$ cat config.mk
export PLATFORM = sky130hd
export DESIGN_NAME = sorted_timeout_table
export DESIGN_NICKNAME = d
export VERILOG_FILES = /design/src/rtl/core/stt_pkg.sv /design/src/rtl/core/stt_cmp.sv /design/src/rtl/core/stt_store.sv /design/src/rtl/core/stt_seq.sv /design/src/rtl/core/sorted_timeout_table.sv
export SDC_FILE = /design/constraint.sdc
export NUM_CORES = 2
export LEC_CHECK = 0
export BUFFER_PORTS_ARGS = -buffer_cell sky130_fd_sc_hd__buf_4
export CELL_PAD_IN_SITES_DETAIL_PLACEMENT = 0
export CELL_PAD_IN_SITES_GLOBAL_PLACEMENT = 1
export CORE_MARGIN = 3
export CORE_UTILIZATION = 50
export DETAILED_ROUTE_END_ITERATION = 10
export HOLD_SLACK_MARGIN = 0.03
export PLACE_DENSITY_LB_ADDON = 0.08
export SYNTH_ARGS = -nofsm -noshare
export SYNTH_HDL_FRONTEND = slang
export SYNTH_SLANG_ARGS = --single-unit
$ cat constraint.sdc
create_clock -name i_clk -period 6.93 [get_ports i_clk]
set_input_delay 0.3465 -clock i_clk [delete_from_list [all_inputs] [get_ports i_clk]]
set_output_delay 0.3465 -clock i_clk [all_outputs]
set_load 0.01 [all_outputs]
$ cat src/rtl/core/stt_pkg.sv
`timescale 1ns / 1ps
// stt_pkg: shared types and codes of the sorted timeout table
// operation kinds, status codes, compare modes and the result record
// no dependencies
package stt_pkg;

    localparam int CAPACITY_DEF  = 16;
    localparam int TIME_BITS_DEF = 32;

    // entry record without the timeout: addr 8, period 16, flag 1, handle 16
    localparam int ENTRY_FIXED_W = 41;

    localparam logic [2:0] KIND_PUT      = 3'd0;
    localparam logic [2:0] KIND_UPDATE   = 3'd1;
    localparam logic [2:0] KIND_DELETE   = 3'd2;
    localparam logic [2:0] KIND_LOOKUP   = 3'd3;
    localparam logic [2:0] KIND_FIND_MSG = 3'd4;

    localparam logic [1:0] ST_OK      = 2'd0;
    localparam logic [1:0] ST_MISSING = 2'd1;
    localparam logic [1:0] ST_FULL    = 2'd2;
    localparam logic [1:0] ST_NONE    = 2'd3;

    typedef enum logic [1:0] {
        CMP_ADDR    = 2'd0,
        CMP_FLAG    = 2'd1,
        CMP_TIME_GE = 2'd2
    } t_cmp_mode;

    typedef struct packed {
        logic [1:0]  status;
        logic [7:0]  position;
        logic [7:0]  entry_addr;
        logic [31:0] entry_timeout;
        logic [15:0] entry_period;
        logic        entry_has_message;
        logic [15:0] entry_message_handle;
        logic [8:0]  entry_count;
    } t_result;

endpackage

$ cat src/rtl/core/stt_cmp.sv
`timescale 1ns / 1ps
// stt_cmp: shared compare unit of the table sequencer
// address match, message flag test or timeout greater-or-equal; uses stt_pkg
module stt_cmp #(
    parameter int TIME_BITS = stt_pkg::TIME_BITS_DEF
) (
    input  stt_pkg::t_cmp_mode    i_mode,
    input  logic [7:0]            i_addr,
    input  logic [7:0]            i_key_addr,
    input  logic [TIME_BITS-1:0]  i_timeout,
    input  logic [TIME_BITS-1:0]  i_key_timeout,
    input  logic                  i_flag,
    output logic                  o_hit
);

    always_comb begin
        case (i_mode)
            stt_pkg::CMP_ADDR:    o_hit = (i_addr == i_key_addr);
            stt_pkg::CMP_FLAG:    o_hit = i_flag;
            stt_pkg::CMP_TIME_GE: o_hit = (i_timeout >= i_key_timeout);
            default:              o_hit = 1'b0;
        endcase
    end

endmodule

$ cat src/rtl/core/stt_store.sv
`timescale 1ns / 1ps
// stt_store: entry memory of the sorted timeout table
// one write port and one read port with registered read data; no dependencies
module stt_store #(
    parameter int DEPTH  = 16,
    parameter int DATA_W = 73,
    localparam int IDX_W = $clog2(DEPTH)
) (
    input  logic              i_clk,
    input  logic              i_wr_en,
    input  logic [IDX_W-1:0]  i_wr_idx,
    input  logic [DATA_W-1:0] i_wr_data,
    input  logic [IDX_W-1:0]  i_rd_idx,
    output logic [DATA_W-1:0] o_rd_data
);

    logic [DATA_W-1:0] r_mem [DEPTH];
    logic [DATA_W-1:0] r_rd_data;

    always_ff @(posedge i_clk) begin
        if (i_wr_en) begin
            r_mem[i_wr_idx] <= i_wr_data;
        end
        r_rd_data <= r_mem[i_rd_idx];
    end

    assign o_rd_data = r_rd_data;

endmodule

$ cat src/rtl/core/stt_seq.sv
`timescale 1ns / 1ps
// stt_seq: sequencer of the sorted timeout table
// walks the entry memory one slot per step through the shared compare unit
// depends on stt_pkg and stt_cmp
module stt_seq #(
    parameter int CAPACITY  = stt_pkg::CAPACITY_DEF,
    parameter int TIME_BITS = stt_pkg::TIME_BITS_DEF,
    localparam int IDX_W    = $clog2(CAPACITY),
    localparam int CNT_W    = $clog2(CAPACITY + 1),
    localparam int ENTRY_W  = TIME_BITS + stt_pkg::ENTRY_FIXED_W
) (
    input  logic                 i_clk,
    input  logic                 i_rst_n,
    input  logic                 i_start,
    input  logic [2:0]           i_kind,
    input  logic [7:0]           i_dev_addr,
    input  logic [31:0]          i_new_timeout,
    input  logic [15:0]          i_period,
    input  logic [31:0]          i_now_time,
    input  logic                 i_has_message,
    input  logic [15:0]          i_message_handle,
    output logic                 o_idle,
    output logic                 o_res_valid,
    input  logic                 i_res_ready,
    output stt_pkg::t_result     o_result,
    output logic                 o_wr_en,
    output logic [IDX_W-1:0]     o_wr_idx,
    output logic [ENTRY_W-1:0]   o_wr_data,
    output logic [IDX_W-1:0]     o_rd_idx,
    input  logic [ENTRY_W-1:0]   i_rd_data
);

    typedef struct packed {
        logic [7:0]           addr;
        logic [TIME_BITS-1:0] timeout;
        logic [15:0]          period;
        logic                 flag;
        logic [15:0]          handle;
    } t_entry;

    typedef enum logic [9:0] {
        S_IDLE     = 10'b00_0000_0001,
        S_FIND_RD  = 10'b00_0000_0010,
        S_FIND_CHK = 10'b00_0000_0100,
        S_RM_RD    = 10'b00_0000_1000,
        S_RM_WR    = 10'b00_0001_0000,
        S_INS_RD   = 10'b00_0010_0000,
        S_INS_CHK  = 10'b00_0100_0000,
        S_SH_RD    = 10'b00_1000_0000,
        S_SH_WR    = 10'b01_0000_0000,
        S_DONE     = 10'b10_0000_0000
    } t_state;

    localparam logic [CNT_W-1:0] CNT_ONE = CNT_W'(1);
    localparam logic [CNT_W-1:0] CAP_CNT = CNT_W'(CAPACITY);

    t_state               r_state, n_state;
    logic [2:0]           r_kind, n_kind;
    logic [7:0]           r_key, n_key;
    logic [TIME_BITS-1:0] r_tmo, n_tmo;
    logic [TIME_BITS-1:0] r_ref_tmo, n_ref_tmo;
    logic [15:0]          r_period, n_period;
    logic                 r_hasm, n_hasm;
    logic [15:0]          r_hnd, n_hnd;
    t_entry               r_slot, n_slot;
    logic [CNT_W-1:0]     r_ptr, n_ptr;
    logic [CNT_W-1:0]     r_pos, n_pos;
    logic [CNT_W-1:0]     r_count, n_count;
    logic [1:0]           r_status, n_status;
    logic                 r_do_insert, n_do_insert;

    t_entry               rd_entry;
    t_entry               new_entry;
    t_entry               upd_entry;
    t_entry               ref_entry;
    logic [CNT_W-1:0]     ptr_m1;
    logic [CNT_W-1:0]     ptr_p1;
    stt_pkg::t_cmp_mode   cmp_mode;
    logic                 cmp_hit;

    assign rd_entry = t_entry'(i_rd_data);
    assign ptr_m1   = r_ptr - CNT_ONE;
    assign ptr_p1   = r_ptr + CNT_ONE;

    always_comb begin
        new_entry.addr    = r_key;
        new_entry.timeout = r_tmo;
        new_entry.period  = r_period;
        new_entry.flag    = r_hasm;
        new_entry.handle  = r_hasm ? r_hnd : 16'd0;

        upd_entry         = rd_entry;
        upd_entry.timeout = r_tmo;

        ref_entry         = rd_entry;
        ref_entry.period  = r_period;
        ref_entry.timeout = r_ref_tmo;
    end

    always_comb begin
        if (r_state == S_INS_CHK) begin
            cmp_mode = stt_pkg::CMP_TIME_GE;
        end else if (r_kind == stt_pkg::KIND_FIND_MSG) begin
            cmp_mode = stt_pkg::CMP_FLAG;
        end else begin
            cmp_mode = stt_pkg::CMP_ADDR;
        end
    end

    stt_cmp #(
        .TIME_BITS(TIME_BITS)
    ) u_cmp (
        .i_mode        (cmp_mode),
        .i_addr        (rd_entry.addr),
        .i_key_addr    (r_key),
        .i_timeout     (rd_entry.timeout),
        .i_key_timeout (r_slot.timeout),
        .i_flag        (rd_entry.flag),
        .o_hit         (cmp_hit)
    );

    always_comb begin
        n_state     = r_state;
        n_kind      = r_kind;
        n_key       = r_key;
        n_tmo       = r_tmo;
        n_ref_tmo   = r_ref_tmo;
        n_period    = r_period;
        n_hasm      = r_hasm;
        n_hnd       = r_hnd;
        n_slot      = r_slot;
        n_ptr       = r_ptr;
        n_pos       = r_pos;
        n_count     = r_count;
        n_status    = r_status;
        n_do_insert = r_do_insert;
        o_wr_en     = 1'b0;
        o_wr_idx    = r_ptr[IDX_W-1:0];
        o_wr_data   = ENTRY_W'(r_slot);
        o_rd_idx    = r_ptr[IDX_W-1:0];

        case (r_state)
            S_IDLE: begin
                if (i_start) begin
                    n_kind    = i_kind;
                    n_key     = i_dev_addr;
                    n_tmo     = TIME_BITS'(i_new_timeout);
                    n_ref_tmo = TIME_BITS'(i_now_time) + TIME_BITS'(i_period);
                    n_period  = i_period;
                    n_hasm    = i_has_message;
                    n_hnd     = i_message_handle;
                    n_ptr     = '0;
                    case (i_kind)
                        stt_pkg::KIND_PUT: begin
                            // put with a message skips the address search
                            if (i_has_message) begin
                                n_ptr = r_count;
                            end
                            n_state = S_FIND_RD;
                        end
                        stt_pkg::KIND_UPDATE,
                        stt_pkg::KIND_DELETE,
                        stt_pkg::KIND_LOOKUP,
                        stt_pkg::KIND_FIND_MSG: begin
                            n_state = S_FIND_RD;
                        end
                        default: begin
                            n_status = stt_pkg::ST_NONE;
                            n_state  = S_DONE;
                        end
                    endcase
                end
            end
            S_FIND_RD: begin
                if (r_ptr == r_count) begin
                    case (r_kind)
                        stt_pkg::KIND_PUT: begin
                            if (r_count >= CAP_CNT) begin
                                n_status = stt_pkg::ST_FULL;
                                n_state  = S_DONE;
                            end else begin
                                n_slot  = new_entry;
                                n_ptr   = '0;
                                n_state = S_INS_RD;
                            end
                        end
                        stt_pkg::KIND_FIND_MSG: begin
                            n_status = stt_pkg::ST_NONE;
                            n_state  = S_DONE;
                        end
                        default: begin
                            n_status = stt_pkg::ST_MISSING;
                            n_state  = S_DONE;
                        end
                    endcase
                end else begin
                    n_state = S_FIND_CHK;
                end
            end
            S_FIND_CHK: begin
                if (cmp_hit) begin
                    n_pos    = r_ptr;
                    n_status = stt_pkg::ST_OK;
                    n_ptr    = ptr_p1;
                    case (r_kind)
                        stt_pkg::KIND_DELETE: begin
                            n_slot      = rd_entry;
                            n_do_insert = 1'b0;
                            n_state     = S_RM_RD;
                        end
                        stt_pkg::KIND_UPDATE: begin
                            n_slot      = upd_entry;
                            n_do_insert = 1'b1;
                            n_state     = S_RM_RD;
                        end
                        stt_pkg::KIND_PUT: begin
                            n_slot      = ref_entry;
                            n_do_insert = 1'b1;
                            n_state     = S_RM_RD;
                        end
                        default: begin
                            n_slot  = rd_entry;
                            n_state = S_DONE;
                        end
                    endcase
                end else begin
                    n_ptr   = ptr_p1;
                    n_state = S_FIND_RD;
                end
            end
            S_RM_RD: begin
                if (r_ptr == r_count) begin
                    n_count = r_count - CNT_ONE;
                    if (r_do_insert) begin
                        n_ptr   = '0;
                        n_state = S_INS_RD;
                    end else begin
                        n_state = S_DONE;
                    end
                end else begin
                    n_state = S_RM_WR;
                end
            end
            S_RM_WR: begin
                o_wr_en   = 1'b1;
                o_wr_idx  = ptr_m1[IDX_W-1:0];
                o_wr_data = i_rd_data;
                n_ptr     = ptr_p1;
                n_state   = S_RM_RD;
            end
            S_INS_RD: begin
                if (r_ptr == r_count) begin
                    n_pos   = r_count;
                    n_ptr   = r_count;
                    n_state = S_SH_RD;
                end else begin
                    n_state = S_INS_CHK;
                end
            end
            S_INS_CHK: begin
                if (cmp_hit) begin
                    n_pos   = r_ptr;
                    n_ptr   = r_count;
                    n_state = S_SH_RD;
                end else begin
                    n_ptr   = ptr_p1;
                    n_state = S_INS_RD;
                end
            end
            S_SH_RD: begin
                o_rd_idx = ptr_m1[IDX_W-1:0];
                if (r_ptr == r_pos) begin
                    o_wr_en   = 1'b1;
                    o_wr_idx  = r_pos[IDX_W-1:0];
                    o_wr_data = ENTRY_W'(r_slot);
                    n_count   = r_count + CNT_ONE;
                    n_status  = stt_pkg::ST_OK;
                    n_state   = S_DONE;
                end else begin
                    n_state = S_SH_WR;
                end
            end
            S_SH_WR: begin
                o_wr_en   = 1'b1;
                o_wr_idx  = r_ptr[IDX_W-1:0];
                o_wr_data = i_rd_data;
                n_ptr     = ptr_m1;
                n_state   = S_SH_RD;
            end
            S_DONE: begin
                if (i_res_ready) begin
                    n_state = S_IDLE;
                end
            end
            default: begin
                n_state = S_IDLE;
            end
        endcase
    end

    always_ff @(posedge i_clk) begin
        if (!i_rst_n) begin
            r_state     <= S_IDLE;
            r_count     <= '0;
            r_status    <= stt_pkg::ST_OK;
            r_do_insert <= 1'b0;
        end else begin
            r_state     <= n_state;
            r_count     <= n_count;
            r_status    <= n_status;
            r_do_insert <= n_do_insert;
        end
    end

    always_ff @(posedge i_clk) begin
        r_kind    <= n_kind;
        r_key     <= n_key;
        r_tmo     <= n_tmo;
        r_ref_tmo <= n_ref_tmo;
        r_period  <= n_period;
        r_hasm    <= n_hasm;
        r_hnd     <= n_hnd;
        r_slot    <= n_slot;
        r_ptr     <= n_ptr;
        r_pos     <= n_pos;
    end

    assign o_idle      = (r_state == S_IDLE);
    assign o_res_valid = (r_state == S_DONE);

    always_comb begin
        o_result.status      = r_status;
        o_result.entry_count = 9'(r_count);
        if (r_status == stt_pkg::ST_OK) begin
            o_result.position             = 8'(r_pos);
            o_result.entry_addr           = r_slot.addr;
            o_result.entry_timeout        = 32'(r_slot.timeout);
            o_result.entry_period         = r_slot.period;
            o_result.entry_has_message    = r_slot.flag;
            o_result.entry_message_handle = r_slot.handle;
        end else begin
            o_result.position             = 8'd0;
            o_result.entry_addr           = 8'd0;
            o_result.entry_timeout        = 32'd0;
            o_result.entry_period         = 16'd0;
            o_result.entry_has_message    = 1'b0;
            o_result.entry_message_handle = 16'd0;
        end
    end

    a_count_bound: assert property (@(posedge i_clk) disable iff (!i_rst_n)
        r_count <= CAP_CNT)
        else $error("entry count above capacity");

    a_wr_in_table: assert property (@(posedge i_clk) disable iff (!i_rst_n)
        o_wr_en |-> (CNT_W'(o_wr_idx) <= r_count))
        else $error("write beyond the occupied part of the table");

    a_full_status: assert property (@(posedge i_clk) disable iff (!i_rst_n)
        (o_res_valid && r_status == stt_pkg::ST_FULL) |-> (r_count == CAP_CNT))
        else $error("full status with room left");

    a_count_step: assert property (@(posedge i_clk) disable iff (!i_rst_n)
        (r_count != $past(r_count)) |->
        (r_count == $past(r_count) + CNT_ONE || r_count == $past(r_count) - CNT_ONE))
        else $error("entry count jumped");

    a_idle_no_wr: assert property (@(posedge i_clk) disable iff (!i_rst_n)
        (o_idle || o_res_valid) |-> !o_wr_en)
        else $error("memory write outside an operation");

endmodule

$ cat src/rtl/core/sorted_timeout_table.sv
`timescale 1ns / 1ps
// sorted_timeout_table: table of device timeouts kept in ascending order
// input channel of operations, output channel of one result per transaction
// depends on stt_pkg, stt_seq, stt_store
//
// Usage: an operation (put, update, delete, lookup, find first with message)
// is a transaction on i_in_valid / o_in_ready with its fields on i_* ports.
// Each one yields exactly one result transaction on o_out_valid / i_out_ready.
// The block holds one operation at a time; o_in_ready is high only while the
// sequencer is idle. Entries live in a single-port-read memory with registered
// read data, and the sequencer visits one slot at a time through one
// shared compare unit. A lookup or find stops at the hit, a delete searches
// and then closes the gap, and an update or put refresh also re-inserts the
// entry in order; a put that inserts searches for the address and then the
// insertion point, except with a message, which skips the address search.
// The result sits in an output register: the next transaction
// is accepted while it waits, and a stalled receiver holds the finished
// result in the sequencer until the register frees. Reset empties the table
// at once, with no clearing pass; memory contents need no reset.
module sorted_timeout_table #(
    parameter int CAPACITY  = stt_pkg::CAPACITY_DEF,
    parameter int TIME_BITS = stt_pkg::TIME_BITS_DEF
) (
    input  logic        i_clk,
    input  logic        i_rst_n,
    input  logic        i_in_valid,
    output logic        o_in_ready,
    input  logic [2:0]  i_kind,
    input  logic [7:0]  i_dev_addr,
    input  logic [31:0] i_new_timeout,
    input  logic [15:0] i_period,
    input  logic [31:0] i_now_time,
    input  logic        i_has_message,
    input  logic [15:0] i_message_handle,
    output logic        o_out_valid,
    input  logic        i_out_ready,
    output logic [1:0]  o_status,
    output logic [7:0]  o_position,
    output logic [7:0]  o_entry_addr,
    output logic [31:0] o_entry_timeout,
    output logic [15:0] o_entry_period,
    output logic        o_entry_has_message,
    output logic [15:0] o_entry_message_handle,
    output logic [8:0]  o_entry_count
);

    localparam int IDX_W   = $clog2(CAPACITY);
    localparam int ENTRY_W = TIME_BITS + stt_pkg::ENTRY_FIXED_W;

    logic               seq_idle;
    logic               res_valid;
    logic               res_ready;
    stt_pkg::t_result   seq_result;
    logic               wr_en;
    logic [IDX_W-1:0]   wr_idx;
    logic [ENTRY_W-1:0] wr_data;
    logic [IDX_W-1:0]   rd_idx;
    logic [ENTRY_W-1:0] rd_data;

    logic               r_out_valid;
    stt_pkg::t_result   r_out;

    assign o_in_ready = seq_idle;
    assign res_ready  = !r_out_valid || i_out_ready;

    stt_seq #(
        .CAPACITY  (CAPACITY),
        .TIME_BITS (TIME_BITS)
    ) u_seq (
        .i_clk            (i_clk),
        .i_rst_n          (i_rst_n),
        .i_start          (i_in_valid && seq_idle),
        .i_kind           (i_kind),
        .i_dev_addr       (i_dev_addr),
        .i_new_timeout    (i_new_timeout),
        .i_period         (i_period),
        .i_now_time       (i_now_time),
        .i_has_message    (i_has_message),
        .i_message_handle (i_message_handle),
        .o_idle           (seq_idle),
        .o_res_valid      (res_valid),
        .i_res_ready      (res_ready),
        .o_result         (seq_result),
        .o_wr_en          (wr_en),
        .o_wr_idx         (wr_idx),
        .o_wr_data        (wr_data),
        .o_rd_idx         (rd_idx),
        .i_rd_data        (rd_data)
    );

    stt_store #(
        .DEPTH  (CAPACITY),
        .DATA_W (ENTRY_W)
    ) u_store (
        .i_clk     (i_clk),
        .i_wr_en   (wr_en),
        .i_wr_idx  (wr_idx),
        .i_wr_data (wr_data),
        .i_rd_idx  (rd_idx),
        .o_rd_data (rd_data)
    );

    always_ff @(posedge i_clk) begin
        if (!i_rst_n) begin
            r_out_valid <= 1'b0;
        end else if (res_ready) begin
            r_out_valid <= res_valid;
        end
    end

    always_ff @(posedge i_clk) begin
        if (res_ready && res_valid) begin
            r_out <= seq_result;
        end
    end

    assign o_out_valid            = r_out_valid;
    assign o_status               = r_out.status;
    assign o_position             = r_out.position;
    assign o_entry_addr           = r_out.entry_addr;
    assign o_entry_timeout        = r_out.entry_timeout;
    assign o_entry_period         = r_out.entry_period;
    assign o_entry_has_message    = r_out.entry_has_message;
    assign o_entry_message_handle = r_out.entry_message_handle;
    assign o_entry_count          = r_out.entry_count;

endmodule
==> impl_results.md <==
- Row Count: about 130
- Worst-skew pair later-pin latency: ~0.75 ns
- Number of diodes: 0
- CTS buffer count: 159
- Quantity of I/O buffers inserted on ports: around 200
- CTS Hold Bufs: 95
- Comb pwr share: between 10% and 20%
- Setup TNS: 0 ns
- Cells after Synth: roughly 4300
- Final clock skew: ~0.022 ns
- WP data arrival: around 5 ns
- VDD IR max: about 0.00026 V
- Pwr Density: approximately 330 nW/um2
- Global route overflow: 0
- Post-synth EDFFs: approximately 1400
- Main combinational cell family by area after synthesis: simple AND/OR/NAND/NOR gates
- Status: completed
- Mapped Area: roughly 61000 um2
- Multiplexer share of the synthesized area: under 10%
- Largest net degree at the start of global routing: 150
- Dpl hpwl: just under 90000 um
- Drt first pass iters: 5
- Register area share after synthesis: 74.5%
- Final WL: roughly 160000 um
- Clock period minus worst slack: 4.72 ns
- Die width: between 300 and 400 um
- Synth area leaders: edfxtp_1 71%, nand2_1 5.8%, mux2i_1 3.5%
- Fill cell total of the finished layout: ~9500
- Crit path kind: reg2reg
- Die height: around 350 um
- Yosys warns: 0
- Crit start category: flip-flop
- Post-synth top cells: 1444 x edfxtp_1, 935 x nand2_1, 418 x a21oi_1
- Post-CTS Resized: 0
- Area leader, netlist: edfxtp_1
- CTS clock-pin slew for the worst setup and hold paths: 0.06 ns
- Synth top area share: between 70% and 80%
- Synth Area in XOR/XNOR: less than 1%
- ANT nets after route: 0
- Avg WL per Cell: around 25 um
- Clock Sinks: approximately 1500
- Vias in the first global route: 35400
- Total core area: 120000 um2
- Final worst setup slack: 2.21 ns
- Area delta synth->final: 15.6%
- IO Pins: about 210
- Netlist cell types: 73
- DR DRC count: 0
- CTS root buffer: clkbuf_16
- First DRT Iteration DRCs: 3652
- Sw Share: ~28%
- Critical Path RT: approximately 7.3 ns
- Die area: 126000 um2
- Final Power: 0.0232 W
- Max-slew headroom: around an eighth
- Avg Cell Area, Syn: 14.1 um2
- Switching pwr: ~0.0065 W
- Top-count cell post-synth: edfxtp_1
- R2r setup slk: around 2.2 ns
- Post-Synth Simple-Gate Area: just over 10%
- Vias post-DR: between 30000 and 40000
- Maximum clock path buffer count: 3
- Seq pwr share: about 47%
- Final-report hold violation count: 0
- Max Freq: roughly 210 MHz
- H-tree Lvls: 4
- Initial core utilization: 50.5%
- DP Worst Slack: 2.16 ns
- RSZ-0062 raised after global routing: no
- Tcrit/Tclk final: about two thirds
- Main synth FF type: edfxtp_1
- Register bit count reported by yosys: around 1500
- Post-synthesis compound-gate area fraction: 6.87%
- Via density: approximately 5.7
- First-pass GRT wire length: 236000 um
- Pint: 0.0167 W
- Total GRT Usage: between 20% and 30%
- Setup Fix Bufs, Post-CTS: 0
- Ratio of cells with drive above 1 in the final layout: about an eighth
- Worst Tran Pin Value: approximately 1.3 ns
- Routability congestion estimate: 0.810
- Pins Over Slew Limit: 0
- # nets final: roughly 4800
- Setup Viol. Count Final: 0
- Post-synthesis adder-cell area fraction: 1.16%
- CTS tree: built
- Hold WC Path Type: in2reg
- CP endpoint kind: flip-flop
- Synth async-reset ratio: 0%
- Clk pwr share: a little over a third
- Initial antenna violation count: 1
- CP max FO: 29
- Max Cap Viol: 0
- Leakage Power: between 20 and 30 nW
-- power groups by stage --
stage               clock network [W]  logic (W)  registers (W)
floorplan                           0    0.00279         0.0108
global placement                    0    0.00405         0.0111
detailed placement                  0    0.00408         0.0111
CTS                           0.00837    0.00413         0.0109
global route                  0.00875    0.00450         0.0109
finish                        0.00822    0.00411         0.0109
-- through the flow --
step	hold slack [ns]	instances	utilization (%)	area (um2)
global route	0.0753	6350	58.4	70200
finish	0.0865	6350	58.4	70200
global placement	0.495	5964	53.4	64200
floorplan	0.406	4303	-	60700
CTS	0.0304	6350	58.4	70200
detailed placement	0.503	5964	53.4	64200
-- flip-flops by register name, indices dropped and copies added (netlist names), 32 cells and up --
signal / cells
u_seq.r_ref_tmo: 32
u_seq.r_slot: 73
u_store.o_rd_data: 73
u_seq.r_tmo: 32
o_entry_timeout: 32
u_store.r_mem: 1168
-- cell families after synthesis --
group	Yosys count
and+or+nand+nor	1365
muxes	272
other	1
DFF	1536
AOI/OAI and AO/OA	728
buffers and inverters	291
xor gates and xnor gates	49
adders and majority gates	55
-- cells in the final DEF (no fill, tap or decap), types with 6 or more instances in the layout --
cell type and n:
edfxtp_1 1444, nand2_1 932, a21oi_1 418, buf_4 268
mux2i_1 214, clkbuf_16 164, or4_1 137, o22ai_1 105
dlygate4sd3_1 95, dfxtp_1 90, o21ai_0 70, clkbuf_1 61
nor2_1 60, mux2_2 58, inv_1 56, ha_1 53
nor3_1 50, and2_1 46, nand3_1 34, a22oi_1 33
xor2_1 26, xnor2_1 21, clkinv_2 20, o21ai_1 18
clkinv_1 17, nor2_4 17, clkbuf_8 17, nand2b_1 14
a211oi_1 13, buf_12 13, and3_1 11, a21o_1 10
nand4_1 10, nor2b_1 8, nor4_1 8, conb_1 7
bufinv_16 7, a221oi_1 6
-- worst max-delay path, stage by stage (launching register included) --
cell and delay [ns]:
dfxtp_1 0.35, nor4_4 0.45, and4_4 0.46, inv_4 0.13
nor3_1 0.61, a21oi_1 0.16, a211oi_1 0.38, nand2b_1 0.35
nor2_4 0.85, buf_4 0.60
-- per-layer routing --
layer	global-route usage, %	routed length (um)	vias to the layer above
met5	0	0	-
met4	5.65	2820	0
met3	3.03	8880	193
met2	41.4	77500	1149
met1	36.2	70300	18300
li1	-	-	16700
-- path summary, 6_finish.rpt --
| check | startpoint | endpoint | cells after the start |
|---|---|---|---|
| max | u_seq.r_state[1]$_SDFFE_PN0P_ | u_store.r_mem[4][30]$_DFFE_PP_ | 9 |
| min | i_now_time[2] | u_seq.r_ref_tmo[2]$_DFFE_PP_ | 3 |
| max reg2reg | u_seq.r_state[1]$_SDFFE_PN0P_ | u_store.r_mem[4][30]$_DFFE_PP_ | 9 |
| min reg2reg | u_store.o_rd_data[6]$_DFF_P_ | u_seq.r_slot[6]$_DFFE_PP_ | 2 |
-- layout make-up --
type | count | area (um2) | share of cell area (%)
Clock inverter | 49 | 440 | 0.628
Sequential cell | 1536 | 45200 | 64.4
Multi-Input combinational cell | 2476 | 14500 | 20.6
Timing Repair Buffer | 376 | 3220 | 4.59
Clock buffer | 242 | 4570 | 6.51
Tap cell | 1612 | 2020 | 2.88
Inverter | 59 | 229 | 0.326
Power figures use the tool's default switching activity.
